===== config.mk =====
export PLATFORM = sky130hd
export DESIGN_NAME = pulse_rate_speed_regulator
export DESIGN_NICKNAME = d
export VERILOG_FILES = /design/src/rtl/prsr_pkg.sv /design/src/rtl/prsr_core.sv /design/src/rtl/prsr_fifo.sv /design/src/rtl/pulse_rate_speed_regulator.sv
export VERILOG_INCLUDE_DIRS = /design/src /design/src/rtl
export SDC_FILE = /design/constraint.sdc
export NUM_CORES = 1
export LEC_CHECK = 0
export BUFFER_PORTS_ARGS = -buffer_cell sky130_fd_sc_hd__buf_2
export CAP_MARGIN = 20
export CORE_MARGIN = 4
export CORE_UTILIZATION = 45
export CTS_BUF_LIST = sky130_fd_sc_hd__clkbuf_8 sky130_fd_sc_hd__clkbuf_16
export DETAILED_ROUTE_END_ITERATION = 10
export SLEW_MARGIN = 30
export SYNTH_ARGS = -nofsm -noshare
export SYNTH_HDL_FRONTEND = slang
export SYNTH_HIERARCHICAL = 1
export SYNTH_SLANG_ARGS = --single-unit
export TNS_END_PERCENT = 20

===== constraint.sdc =====
create_clock -name clk_i -period 9.4 [get_ports clk_i]
set_input_delay 1.88 -clock clk_i [delete_from_list [all_inputs] [get_ports clk_i]]
set_output_delay 1.88 -clock clk_i [all_outputs]
set_load 0.03 [all_outputs]

===== src/rtl/pulse_rate_speed_regulator_macros.svh =====
// ----------------------------------------------------------------------------
// Assertion macros for the pulse-rate speed regulator.
// Define NO_ASSERTIONS to compile every assertion away.
// ----------------------------------------------------------------------------
`ifndef PULSE_RATE_SPEED_REGULATOR_MACROS_SVH
`define PULSE_RATE_SPEED_REGULATOR_MACROS_SVH

`ifndef NO_ASSERTIONS

// Same-cycle implication, checked out of reset.
`define PRSR_ASSERT_IMPL(label, clk, rst_n, ante, cons, msg) \
  label: assert property (@(posedge clk) disable iff (!rst_n) (ante) |-> (cons)) \
    else $error(msg);

// Next-cycle implication, checked out of reset.
`define PRSR_ASSERT_NEXT(label, clk, rst_n, ante, cons, msg) \
  label: assert property (@(posedge clk) disable iff (!rst_n) (ante) |=> (cons)) \
    else $error(msg);

`else

`define PRSR_ASSERT_IMPL(label, clk, rst_n, ante, cons, msg)
`define PRSR_ASSERT_NEXT(label, clk, rst_n, ante, cons, msg)

`endif

`endif


===== src/rtl/prsr_pkg.sv =====
// ----------------------------------------------------------------------------
// prsr_pkg
// Types, codes and constants shared by the speed regulator modules.
// ----------------------------------------------------------------------------
`timescale 1ns / 1ps

package prsr_pkg;

  localparam int NUM_MOTORS_DEF = 2;

  localparam logic [15:0] ADJUST_GAP_RST = 16'd20;
  localparam logic [15:0] STALL_GAP_RST  = 16'd150;
  localparam logic [6:0]  BOOST_STEP_RST = 7'd5;

  localparam logic signed [7:0] DELTA_DEC = -8'sd1;
  localparam logic signed [7:0] DELTA_INC = 8'sd1;

  localparam int FIFO_DEPTH = 4;
  localparam int FIFO_PTR_W = $clog2(FIFO_DEPTH);
  localparam int FIFO_CNT_W = $clog2(FIFO_DEPTH + 1);

  typedef enum logic [1:0] {
    OP_TICK  = 2'd0,
    OP_PULSE = 2'd1,
    OP_LOAD  = 2'd2
  } op_e;

  typedef enum logic [1:0] {
    ACT_ADJUST = 2'd0,
    ACT_STOP   = 2'd1,
    ACT_START  = 2'd2
  } act_e;

  typedef enum logic [1:0] {
    CFG_ADJUST_GAP = 2'd0,
    CFG_STALL_GAP  = 2'd1,
    CFG_BOOST_STEP = 2'd2
  } cfg_idx_e;

  typedef struct packed {
    logic [15:0] adjust_gap;
    logic [15:0] stall_gap;
    logic [6:0]  boost_step;
  } cfg_t;

  typedef struct packed {
    logic [1:0]  op;
    logic        motor;
    logic [15:0] pulse_budget;
    logic [15:0] pulse_spacing;
    logic        direction;
  } item_t;

  typedef struct packed {
    logic              motor;
    act_e              action;
    logic signed [7:0] delta;
    logic              dir;
    logic              last;
  } result_t;

  // Up to two results written into the queue in one cycle, in order.
  typedef struct packed {
    logic [1:0] cnt;
    result_t    r0;
    result_t    r1;
  } push_t;

  typedef struct packed {
    logic [FIFO_CNT_W-1:0] count;
    logic                  room2;
  } fifo_status_t;

  // Time from b to a; one short of the modular distance when the counter wrapped.
  function automatic logic [15:0] elapsed(input logic [15:0] a, input logic [15:0] b);
    logic [15:0] d;
    d = a - b;
    if (a < b) begin
      d = d - 16'd1;
    end
    return d;
  endfunction

  function automatic result_t make_result(input logic m, input act_e act,
                                          input logic signed [7:0] dl, input logic dr);
    result_t r;
    r.motor  = m;
    r.action = act;
    r.delta  = dl;
    r.dir    = dr;
    r.last   = 1'b0;
    return r;
  endfunction

endpackage


===== src/rtl/prsr_core.sv =====
// ----------------------------------------------------------------------------
// prsr_core
// Motor state and the per-item regulation logic; one item per cycle while fire_i is high.
// ----------------------------------------------------------------------------
`timescale 1ns / 1ps

module prsr_core #(
  parameter int NUM_MOTORS = prsr_pkg::NUM_MOTORS_DEF
) (
  input  logic            clk_i,
  input  logic            rst_ni,
  input  logic            fire_i,
  input  prsr_pkg::item_t item_i,
  input  prsr_pkg::cfg_t  cfg_i,
  output prsr_pkg::push_t push_o
);

  localparam int IdxW   = (NUM_MOTORS > 1) ? $clog2(NUM_MOTORS) : 1;
  localparam int NumChk = (NUM_MOTORS < 2) ? NUM_MOTORS : 2;

  logic [15:0] time_q, time_d;
  logic [15:0] lpt_q [NUM_MOTORS];
  logic [15:0] lpt_d [NUM_MOTORS];
  logic [15:0] lct_q [NUM_MOTORS];
  logic [15:0] lct_d [NUM_MOTORS];
  logic [15:0] left_q [NUM_MOTORS];
  logic [15:0] left_d [NUM_MOTORS];
  logic [15:0] exp_q [NUM_MOTORS];
  logic [15:0] exp_d [NUM_MOTORS];

  logic [15:0]     time_inc;
  logic [1:0]      chk_upd;
  logic [1:0]      chk_boost;
  prsr_pkg::result_t boost_res [2];

  assign time_inc = time_q + 16'd1;

  // Stall check for the first two motors, evaluated at the incremented time.
  for (genvar k = 0; k < 2; k++) begin : g_chk
    if (k < NumChk) begin : g_on
      assign chk_upd[k] = (left_q[k] != 16'd0) &&
                          (prsr_pkg::elapsed(time_inc, lct_q[k]) > cfg_i.stall_gap);
      assign chk_boost[k] = chk_upd[k] &&
                            (prsr_pkg::elapsed(time_inc, lpt_q[k]) > exp_q[k]);
    end else begin : g_off
      assign chk_upd[k]   = 1'b0;
      assign chk_boost[k] = 1'b0;
    end
    assign boost_res[k] = prsr_pkg::make_result(1'(k), prsr_pkg::ACT_ADJUST,
                                                signed'({1'b0, cfg_i.boost_step}), 1'b0);
  end

  logic [IdxW-1:0] midx;
  logic            in_range;
  logic [15:0]     diff;
  logic [15:0]     cur_lpt, cur_lct, cur_left, cur_exp;

  assign midx     = IdxW'(item_i.motor);
  assign in_range = ({31'b0, item_i.motor} < 32'(NUM_MOTORS));
  assign cur_lpt  = lpt_q[midx];
  assign cur_lct  = lct_q[midx];
  assign cur_left = left_q[midx];
  assign cur_exp  = exp_q[midx];
  assign diff     = prsr_pkg::elapsed(time_q, cur_lpt);

  always_comb begin
    time_d = time_q;
    lpt_d  = lpt_q;
    lct_d  = lct_q;
    left_d = left_q;
    exp_d  = exp_q;
    push_o = '0;
    if (fire_i) begin
      case (item_i.op)
        prsr_pkg::OP_TICK: begin
          time_d = time_inc;
          if (time_inc[7:0] == 8'd0) begin
            for (int k = 0; k < NumChk; k++) begin
              if (chk_upd[k]) begin
                lct_d[k] = time_inc;
              end
            end
            push_o.cnt = 2'(chk_boost[0]) + 2'(chk_boost[1]);
            push_o.r0  = chk_boost[0] ? boost_res[0] : boost_res[1];
            push_o.r1  = boost_res[1];
            if (push_o.cnt == 2'd1) begin
              push_o.r0.last = 1'b1;
            end else if (push_o.cnt == 2'd2) begin
              push_o.r1.last = 1'b1;
            end
          end
        end
        prsr_pkg::OP_PULSE: begin
          if (in_range) begin
            lpt_d[midx] = time_q;
            if (cur_left == 16'd0) begin
              push_o.cnt     = 2'd1;
              push_o.r0      = prsr_pkg::make_result(item_i.motor, prsr_pkg::ACT_STOP,
                                                     8'sd0, 1'b0);
              push_o.r0.last = 1'b1;
            end else begin
              left_d[midx] = cur_left - 16'd1;
              if ((prsr_pkg::elapsed(time_q, cur_lct) > cfg_i.adjust_gap) &&
                  (diff != cur_exp)) begin
                push_o.cnt     = 2'd1;
                push_o.r0      = prsr_pkg::make_result(item_i.motor, prsr_pkg::ACT_ADJUST,
                                   (diff < cur_exp) ? prsr_pkg::DELTA_DEC
                                                    : prsr_pkg::DELTA_INC, 1'b0);
                push_o.r0.last = 1'b1;
                lct_d[midx]    = time_q;
              end
            end
          end
        end
        prsr_pkg::OP_LOAD: begin
          if (in_range) begin
            exp_d[midx]    = item_i.pulse_spacing;
            left_d[midx]   = item_i.pulse_budget;
            push_o.cnt     = 2'd1;
            push_o.r0      = prsr_pkg::make_result(item_i.motor, prsr_pkg::ACT_START,
                                                   8'sd0, item_i.direction);
            push_o.r0.last = 1'b1;
          end
        end
        default: begin
        end
      endcase
    end
  end

  always_ff @(posedge clk_i or negedge rst_ni) begin
    if (!rst_ni) begin
      time_q <= '0;
      for (int i = 0; i < NUM_MOTORS; i++) begin
        lpt_q[i]  <= '0;
        lct_q[i]  <= '0;
        left_q[i] <= '0;
        exp_q[i]  <= '0;
      end
    end else begin
      time_q <= time_d;
      lpt_q  <= lpt_d;
      lct_q  <= lct_d;
      left_q <= left_d;
      exp_q  <= exp_d;
    end
  end

endmodule


===== src/rtl/prsr_fifo.sv =====
// ----------------------------------------------------------------------------
// prsr_fifo
// Result queue taking up to two results a cycle and giving one a cycle whenever popped.
// ----------------------------------------------------------------------------
`timescale 1ns / 1ps

module prsr_fifo (
  input  logic                   clk_i,
  input  logic                   rst_ni,
  input  prsr_pkg::push_t        push_i,
  input  logic                   pop_i,
  output prsr_pkg::result_t      head_o,
  output prsr_pkg::fifo_status_t status_o
);

  localparam int PtrW = prsr_pkg::FIFO_PTR_W;
  localparam int CntW = prsr_pkg::FIFO_CNT_W;

  prsr_pkg::result_t mem_q [prsr_pkg::FIFO_DEPTH];

  logic [PtrW-1:0] wr_q, wr_d, rd_q, rd_d;
  logic [CntW-1:0] cnt_q, cnt_d;
  logic [PtrW-1:0] wr_next;

  assign wr_next = wr_q + PtrW'(1);

  always_comb begin
    wr_d  = wr_q + PtrW'(push_i.cnt);
    rd_d  = pop_i ? rd_q + PtrW'(1) : rd_q;
    cnt_d = cnt_q + CntW'(push_i.cnt) - CntW'(pop_i);
  end

  always_ff @(posedge clk_i or negedge rst_ni) begin
    if (!rst_ni) begin
      wr_q  <= '0;
      rd_q  <= '0;
      cnt_q <= '0;
    end else begin
      wr_q  <= wr_d;
      rd_q  <= rd_d;
      cnt_q <= cnt_d;
    end
  end

  always_ff @(posedge clk_i) begin
    if (push_i.cnt != 2'd0) begin
      mem_q[wr_q] <= push_i.r0;
    end
    if (push_i.cnt == 2'd2) begin
      mem_q[wr_next] <= push_i.r1;
    end
  end

  assign head_o         = mem_q[rd_q];
  assign status_o.count = cnt_q;
  // Room for a full tick's worth of results.
  assign status_o.room2 = (cnt_q <= CntW'(prsr_pkg::FIFO_DEPTH - 2));

endmodule


===== src/rtl/pulse_rate_speed_regulator.sv =====
// ----------------------------------------------------------------------------
// pulse_rate_speed_regulator: per-motor bang-bang speed regulator.
// An accepted item is held in the input register, goes to the core once the
// queue has room for two results; the results wait in it. One item a cycle,
// bounded by the one-result-a-cycle output queue; ticks may yield two. Reset
// is immediate: time and motor state clear to zero, registers to defaults.
// ----------------------------------------------------------------------------
`timescale 1ns / 1ps

`include "pulse_rate_speed_regulator_macros.svh"

module pulse_rate_speed_regulator #(
  parameter int NUM_MOTORS = prsr_pkg::NUM_MOTORS_DEF
) (
  input  logic              clk_i,
  input  logic              rst_ni,
  input  logic              in_valid_i,
  output logic              in_stall_o,
  input  logic [1:0]        op_i,
  input  logic              motor_i,
  input  logic [15:0]       pulse_budget_i,
  input  logic [15:0]       pulse_spacing_i,
  input  logic              direction_i,
  output logic              out_valid_o,
  input  logic              out_stall_i,
  output logic              target_motor_o,
  output logic [1:0]        action_o,
  output logic signed [7:0] delta_o,
  output logic              start_direction_o,
  output logic              last_o,
  input  logic              cfg_valid_i,
  output logic              cfg_ready_o,
  input  logic [1:0]        cfg_index_i,
  input  logic [15:0]       cfg_data_i
);

  prsr_pkg::cfg_t         cfg_q;
  prsr_pkg::item_t        item_q;
  logic                   in_vld_q, in_vld_d;
  logic                   accept, consume, pop;
  prsr_pkg::push_t        push;
  prsr_pkg::result_t      head;
  prsr_pkg::fifo_status_t fifo_st;

  // Configuration register file; always ready.
  assign cfg_ready_o = 1'b1;

  always_ff @(posedge clk_i or negedge rst_ni) begin
    if (!rst_ni) begin
      cfg_q.adjust_gap <= prsr_pkg::ADJUST_GAP_RST;
      cfg_q.stall_gap  <= prsr_pkg::STALL_GAP_RST;
      cfg_q.boost_step <= prsr_pkg::BOOST_STEP_RST;
    end else if (cfg_valid_i && cfg_ready_o) begin
      case (cfg_index_i)
        prsr_pkg::CFG_ADJUST_GAP: cfg_q.adjust_gap <= cfg_data_i;
        prsr_pkg::CFG_STALL_GAP:  cfg_q.stall_gap  <= cfg_data_i;
        prsr_pkg::CFG_BOOST_STEP: cfg_q.boost_step <= cfg_data_i[6:0];
        default: begin
        end
      endcase
    end
  end

  // Input register: the held item moves on once the queue can take two results.
  assign consume    = in_vld_q && fifo_st.room2;
  assign in_stall_o = in_vld_q && !consume;
  assign accept     = in_valid_i && !in_stall_o;

  always_comb begin
    in_vld_d = in_vld_q;
    if (accept) begin
      in_vld_d = 1'b1;
    end else if (consume) begin
      in_vld_d = 1'b0;
    end
  end

  always_ff @(posedge clk_i or negedge rst_ni) begin
    if (!rst_ni) begin
      in_vld_q <= 1'b0;
    end else begin
      in_vld_q <= in_vld_d;
    end
  end

  always_ff @(posedge clk_i) begin
    if (accept) begin
      item_q.op            <= op_i;
      item_q.motor         <= motor_i;
      item_q.pulse_budget  <= pulse_budget_i;
      item_q.pulse_spacing <= pulse_spacing_i;
      item_q.direction     <= direction_i;
    end
  end

  prsr_core #(
    .NUM_MOTORS(NUM_MOTORS)
  ) u_core (
    .clk_i (clk_i),
    .rst_ni(rst_ni),
    .fire_i(consume),
    .item_i(item_q),
    .cfg_i (cfg_q),
    .push_o(push)
  );

  assign pop = out_valid_o && !out_stall_i;

  prsr_fifo u_fifo (
    .clk_i   (clk_i),
    .rst_ni  (rst_ni),
    .push_i  (push),
    .pop_i   (pop),
    .head_o  (head),
    .status_o(fifo_st)
  );

  assign out_valid_o       = (fifo_st.count != '0);
  assign target_motor_o    = head.motor;
  assign action_o          = head.action;
  assign delta_o           = head.delta;
  assign start_direction_o = head.dir;
  assign last_o            = head.last;

  `PRSR_ASSERT_IMPL(a_consume_room, clk_i, rst_ni, consume,
                    fifo_st.count <= prsr_pkg::FIFO_CNT_W'(prsr_pkg::FIFO_DEPTH - 2),
                    "item processed without room for its results")
  `PRSR_ASSERT_IMPL(a_push_only_on_fire, clk_i, rst_ni, push.cnt != 2'd0, consume,
                    "results queued with no item processed")
  `PRSR_ASSERT_NEXT(a_held_item_stays, clk_i, rst_ni, in_vld_q && !consume, in_vld_q,
                    "held input item dropped without processing")

endmodule


### Yosys cells after proc, flatten, opt, wreduce, memory -nomap -nowiden

Memory sizes are Yosys's and may differ from the RTL's.
Cells that the tools add are included.

| operators by class | value |
|---|---|
| $add $sub $neg | 20 |
| $lt $le $gt $ge | 15 |
| equal/unequal tests | 13 |
| muxes and demuxes | 53 |
| bitwise operators | 1 |
| reductions and logical operators | 33 |

Operator list:

| cell | number |
|---|---|
| $mux 16 | 24 |
| $bwmux 32 | 5 |
| $mux 32 | 4 |
| $pmux 32 s2 | 2 |
| $lt 16x16->1 | 7 |
| $sub 16x1->16 const B | 7 |
| $sub 16x16->16 | 6 |
| $gt 16x16->1 | 5 |
| $mux 28 | 2 |
| $pmux 15 s3 | 1 |
| $reduce_bool 16->1 | 2 |
| $mux 13 | 2 |
| $add 16x1->16 const B | 1 |
| $demux 16 s1 | 1 |
| $logic_not 16->1 | 1 |
| $ne 16x16->1 | 1 |
| $mux 15 | 1 |
| $mux 14 | 1 |
| $reduce_and 2->1 | 6 |
| $reduce_and 6->1 | 2 |
| $logic_and 1x1->1 | 10 |
| $mux 1 | 9 |
| $eq 2x2->1 const B | 4 |
| $logic_not 8->1 | 1 |
| 18 further kinds | 30 |

| word-level totals | value |
|---|---|
| bits in registers | 227 |
| RAM bits | 52 |
| bits of input ports | 59 |
| output and inout bits | 16 |
| word-level logic and storage cells | 157 |
| memories kept | 1 |

Memory list:

| name | depth | bits a word | read ports | clocked after Yosys merged registers in | write ports | RTL line | source |
|---|---|---|---|---|---|---|---|
| u_fifo.mem_q | 4 | 13 | 1 | 0 | 2 | prsr_fifo.sv:19 | `prsr_pkg::result_t mem_q [prsr_pkg::FIFO_DEPTH];` |

### Longest topological paths before layout

| depth | value |
|---|---|
| word-level depth | 19 |
| mapped depth | 36 |
| gate-level depth less buffers | 35 |

### Modules after synthesis

Netlist, hierarchy kept.

Modules (own cells, without submodules):

| module | times used | cells an instance | area each (um^2) | sequential area each (um^2) |
|---|---|---|---|---|
| prsr_core | 1 | 1982 | 16412.0 | 3603.5 |
| prsr_fifo | 1 | 164 | 2956.6 | 1736.7 |
| pulse_rate_speed_regulator | 1 | 129 | 2643.8 | 2092.0 |

### Worst setup path after synthesis

Ideal clock, no wire load.

| timing | value |
|---|---|
| path kind | register to register |
| start | register u_core.time_q[1] |
| end | memory u_fifo/mem_q[0][0] in the netlist's numbering (enable) |
| setup time | 0.404 ns |
| arrival | 7.428 ns |
| required time | 8.996 ns |
| slack | 1.568 ns |
| stages on the path, launching flop included | 33 |
| path buffers | 1 |
| period minus slack after synthesis | 7.832 ns |
| cells stage by stage | dfrtp_1 -> ha_1 -> nand3_1 -> nor2_1 -> and3_1 -> and3_1 -> clkbuf_1 -> nand3_1 -> xnor2_1 -> ha_1 -> and3_1 -> a22o_1 -> nor2_1 -> o21ai_1 -> nor4_2 -> nand4b_1 -> a2bb2oi_1 -> xnor2_1 -> ha_1 -> a21o_1 -> a21o_1 -> a21o_1 -> a21oi_1 -> nor2b_1 -> o21ai_0 -> nand2b_1 -> a21oi_1 -> a211oi_1 -> ha_1 -> nor3b_1 -> o21a_1 -> nor2_1 -> o31ai_1 |

RTL lines:

| item | RTL line | source |
|---|---|---|
| start: declaration | prsr_core.sv:21 | `logic [15:0] time_q, time_d;` |
| start signal: assignment | prsr_core.sv:141 | `time_q <= time_d;` |
| end: declaration | prsr_fifo.sv:19 |  |

==> metrics.md <==
| Metric | Value |
|---|---|
| FMAX | `113 MHz` |
| Core ar. | `48000 µm²` |
| Min Tclk post-route | `8.85 ns` |
| Post-Syn Instances | `2275` |
| Max_cap viols | `0` |
| FF/Latch Area | `7430 µm²` |
| Worst stage delay on the critical path | `0.56 ns` |
| Clock Tree Buf Depth | `3` |
| CTS tree | `done` |
| Layout cells sized above 1 | `14.6%` |
| Die width | `229 µm` |
| Largest net degree at the start of global routing | `75` |
| Run status | `finished, final reports clean` |
| Post-synthesis sequential area ratio | `33.8%` |
| Slowest CP cell | `dfrtp_1` |
| Area growth syn-to-layout | `9.96%` |
| Critical path buffers and inverters | `3` |
| CTS Buf Count | `35` |
| Grt total ovfl | `0` |
| Mean area per synthesized cell | `9.68 µm²` |
| # IOs | `75` |
| Mapped Area | `22000 µm²` |
| CTS root buf | `clkbuf_16` |
| Ys flop type | `dfrtp_1` |
| Synth area leaders | `dfrtp_1 (21%), edfxtp_1 (12%), ha_1 (12%)` |
| Nets@finish | `2600` |
| Vias in the first global route | `17.0k` |
| Largest delay contributor family on the critical path | `simple AND/OR/NAND/NOR gates` |
| Tcrit/Tclk final | `94.2%` |
| Worst hold path class | `flop to flop` |
| Starting DRT DRC Count | `992` |
| #FFs+latches synth | `279` |
| Num rows | `80` |
| CTS H-Tree Depth | `2` |
| YS warnings | `6` |
| Crit Path Max Fanout | `14` |
| Die Ht | `229 µm` |
| Top cell type's share of synthesized area | `20.8%` |
| Clk slew on worst S/H paths | `0.06 ns` |
| Global-route wire length before repair | `93000 µm` |
| Fin. Hold Viols | `0` |
| Clock Sinks | `279` |
| Leading cell types by count after synthesis | `ha_1 (206), dfrtp_1 (183), nand2_1 (182)` |
| Cell taking the most area after synthesis | `dfrtp_1` |
| Crit Path Category | `flop to flop` |
| DP HPWL | `44800 µm` |
| Most frequent cell after synthesis | `ha_1` |
| Initial Util | `45.8%` |
| Slew HR | `34.6%` |
| Slew @ Worst Pin | `0.981 ns` |
| Core occupancy in the finished layout | `50.4%` |
| Async SR Flop Fraction | `68.5%` |
| TNS Setup | `0 ns` |
| Synth cell types | `95` |
| Clk_skew | `0.0224 ns` |
| Die ar. | `52500 µm²` |
| Post-synth EDFFs | `88` |
| First-pass iteration count of the detailed router | `7` |
| Clock network latency to the later pin of the worst-skew pair | `0.55 ns` |
| Endpoint class of the critical path | `flop` |
| Area occupied by multi-input gates | `13600 µm²` |
| GRT Total Usage | `21.8%` |
| WL/cell | `19.5 µm` |
| Number of vias per cell | `5.66` |
| DRC | `0` |
| PortBufs | `73` |
| Global placement routability congestion | `0.984` |
| Unrepaired setup endpoints after global routing | `no` |
| Worst setup SP type | `flop` |
| # setup viols final | `0` |
| Total Wirelength | `57800 µm` |
| FILL cells | `4418` |
| Antenna violations before repair | `0` |
| Crit path DAT | `9.08 ns` |
| Ant. Diodes | `0` |
| Fin. max-slew vios | `0` |
| Final antenna-violating net count | `0` |
| Vias | `16.8k` |
| Worst EP required | `9.63 ns` |
repair_timing:
action / in CTS / in global routing
hold buffers: 0 / 0
setup endpoints to repair: 0 / 40
buffers inserted: 0 / 0
gates resized for setup: 0 / 2
kinds of logic after synthesis:
logic type	synth area share, %
flip-flops	33.8
buffers and inverters	4.67
AND/OR/NAND/NOR	14.3
other	0.0341
AO/OA/AOI/OAI	14.5
multiplexers	12.3
XOR/XNOR	8.17
adder cells (fa/ha/maj)	12.3
layout make-up:
class / count / share of cell area (%)
multi-input cells: 1749 / 56.2
clock inverters: 20 / 0.713
clock buffers: 44 / 4.22
inverters: 166 / 2.57
well taps: 615 / 3.18
repair buffers: 97 / 2.39
flip-flops and latches: 279 / 30.7
worst register-to-register path: cells and delay by family (launching register included):
kind / cells / cell delay (ns)
and+or+nand+nor: 14 / 3.41
AOI/OAI and AO/OA: 8 / 2.03
adders and majority gates: 4 / 1.20
xor gates and xnor gates: 2 / 0.71
DFF: 1 / 0.56
buffers and inverters: 3 / 0.62
per-layer routing:
layer	vias to the layer above	GRT usage [%]	wire length, µm
met5	-	0	0
met4	0	5.52	1380
met3	80	2.41	1940
met2	311	36.7	27100
met1	8174	30.0	27400
li1	8244	-	-
placed cells by master (no fill, tap or decap), types with 42 or more instances in the layout:
| master | synthesis | routed |
|---|---|---|
| a21o_1 | 59 | 59 |
| a21oi_1 | 115 | 115 |
| buf_2 | 14 | 72 |
| dfrtp_1 | 183 | 182 |
| edfxtp_1 | 88 | 88 |
| ha_1 | 206 | 206 |
| inv_1 | 165 | 169 |
| mux2_2 | 119 | 119 |
| mux2i_1 | 94 | 94 |
| nand2_1 | 182 | 182 |
| nor2_1 | 119 | 119 |
| o21a_1 | 43 | 42 |
| o21ai_0 | 140 | 140 |
| xnor2_1 | 108 | 107 |
| xor2_1 | 87 | 87 |
registers in the layout, summed over array words and instances, names as in the netlist:
register,cells
cfg_q,39
in_vld_q,1
item_q,36
u_core/exp_q,32
u_core/lct_q,32
u_core/left_q,32
u_core/lpt_q,32
u_core/time_q,16
u_fifo/cnt_q,3
u_fifo/mem_q,52
u_fifo/rd_q,2
u_fifo/wr_q,2
per-stage QoR:
stage | hold WS, ns | instances | worst slack [ns] | instance area, µm²
3_5_place_dp | 0.466 | 2906 | 0.594 | 23000
2_1_floorplan | 0.447 | 2278 | 1.57 | 22000
5_1_grt | 0.513 | 2970 | 0.0681 | 24200
4_1_cts | 0.477 | 2970 | 0.518 | 24200
6_report | 0.476 | 2970 | 0.548 | 24200
3_3_place_gp | 0.453 | 2905 | 0.764 | 23000
path summary, 6_finish.rpt:
path	startpoint	endpoint	slack, ns	cells past startpoint
max in group asynchronous	rst_ni	u_fifo/rd_q[0]	6.87	2
worst max register to register	u_core/time_q[1]	u_fifo/mem_q[2][10]	0.55	31
worst min-delay path	item_q[5]	u_core/exp_q[20]	0.48	2
worst max-delay path	u_core/time_q[1]	u_fifo/mem_q[2][10]	0.55	31
min in group asynchronous	rst_ni	cfg_q[37]	1.36	1
worst min register to register	item_q[5]	u_core/exp_q[20]	0.48	2
Power is left out: the tool's default activity adds up to more than one toggle a clock period on the data nets, which glitch-free logic cannot reach.
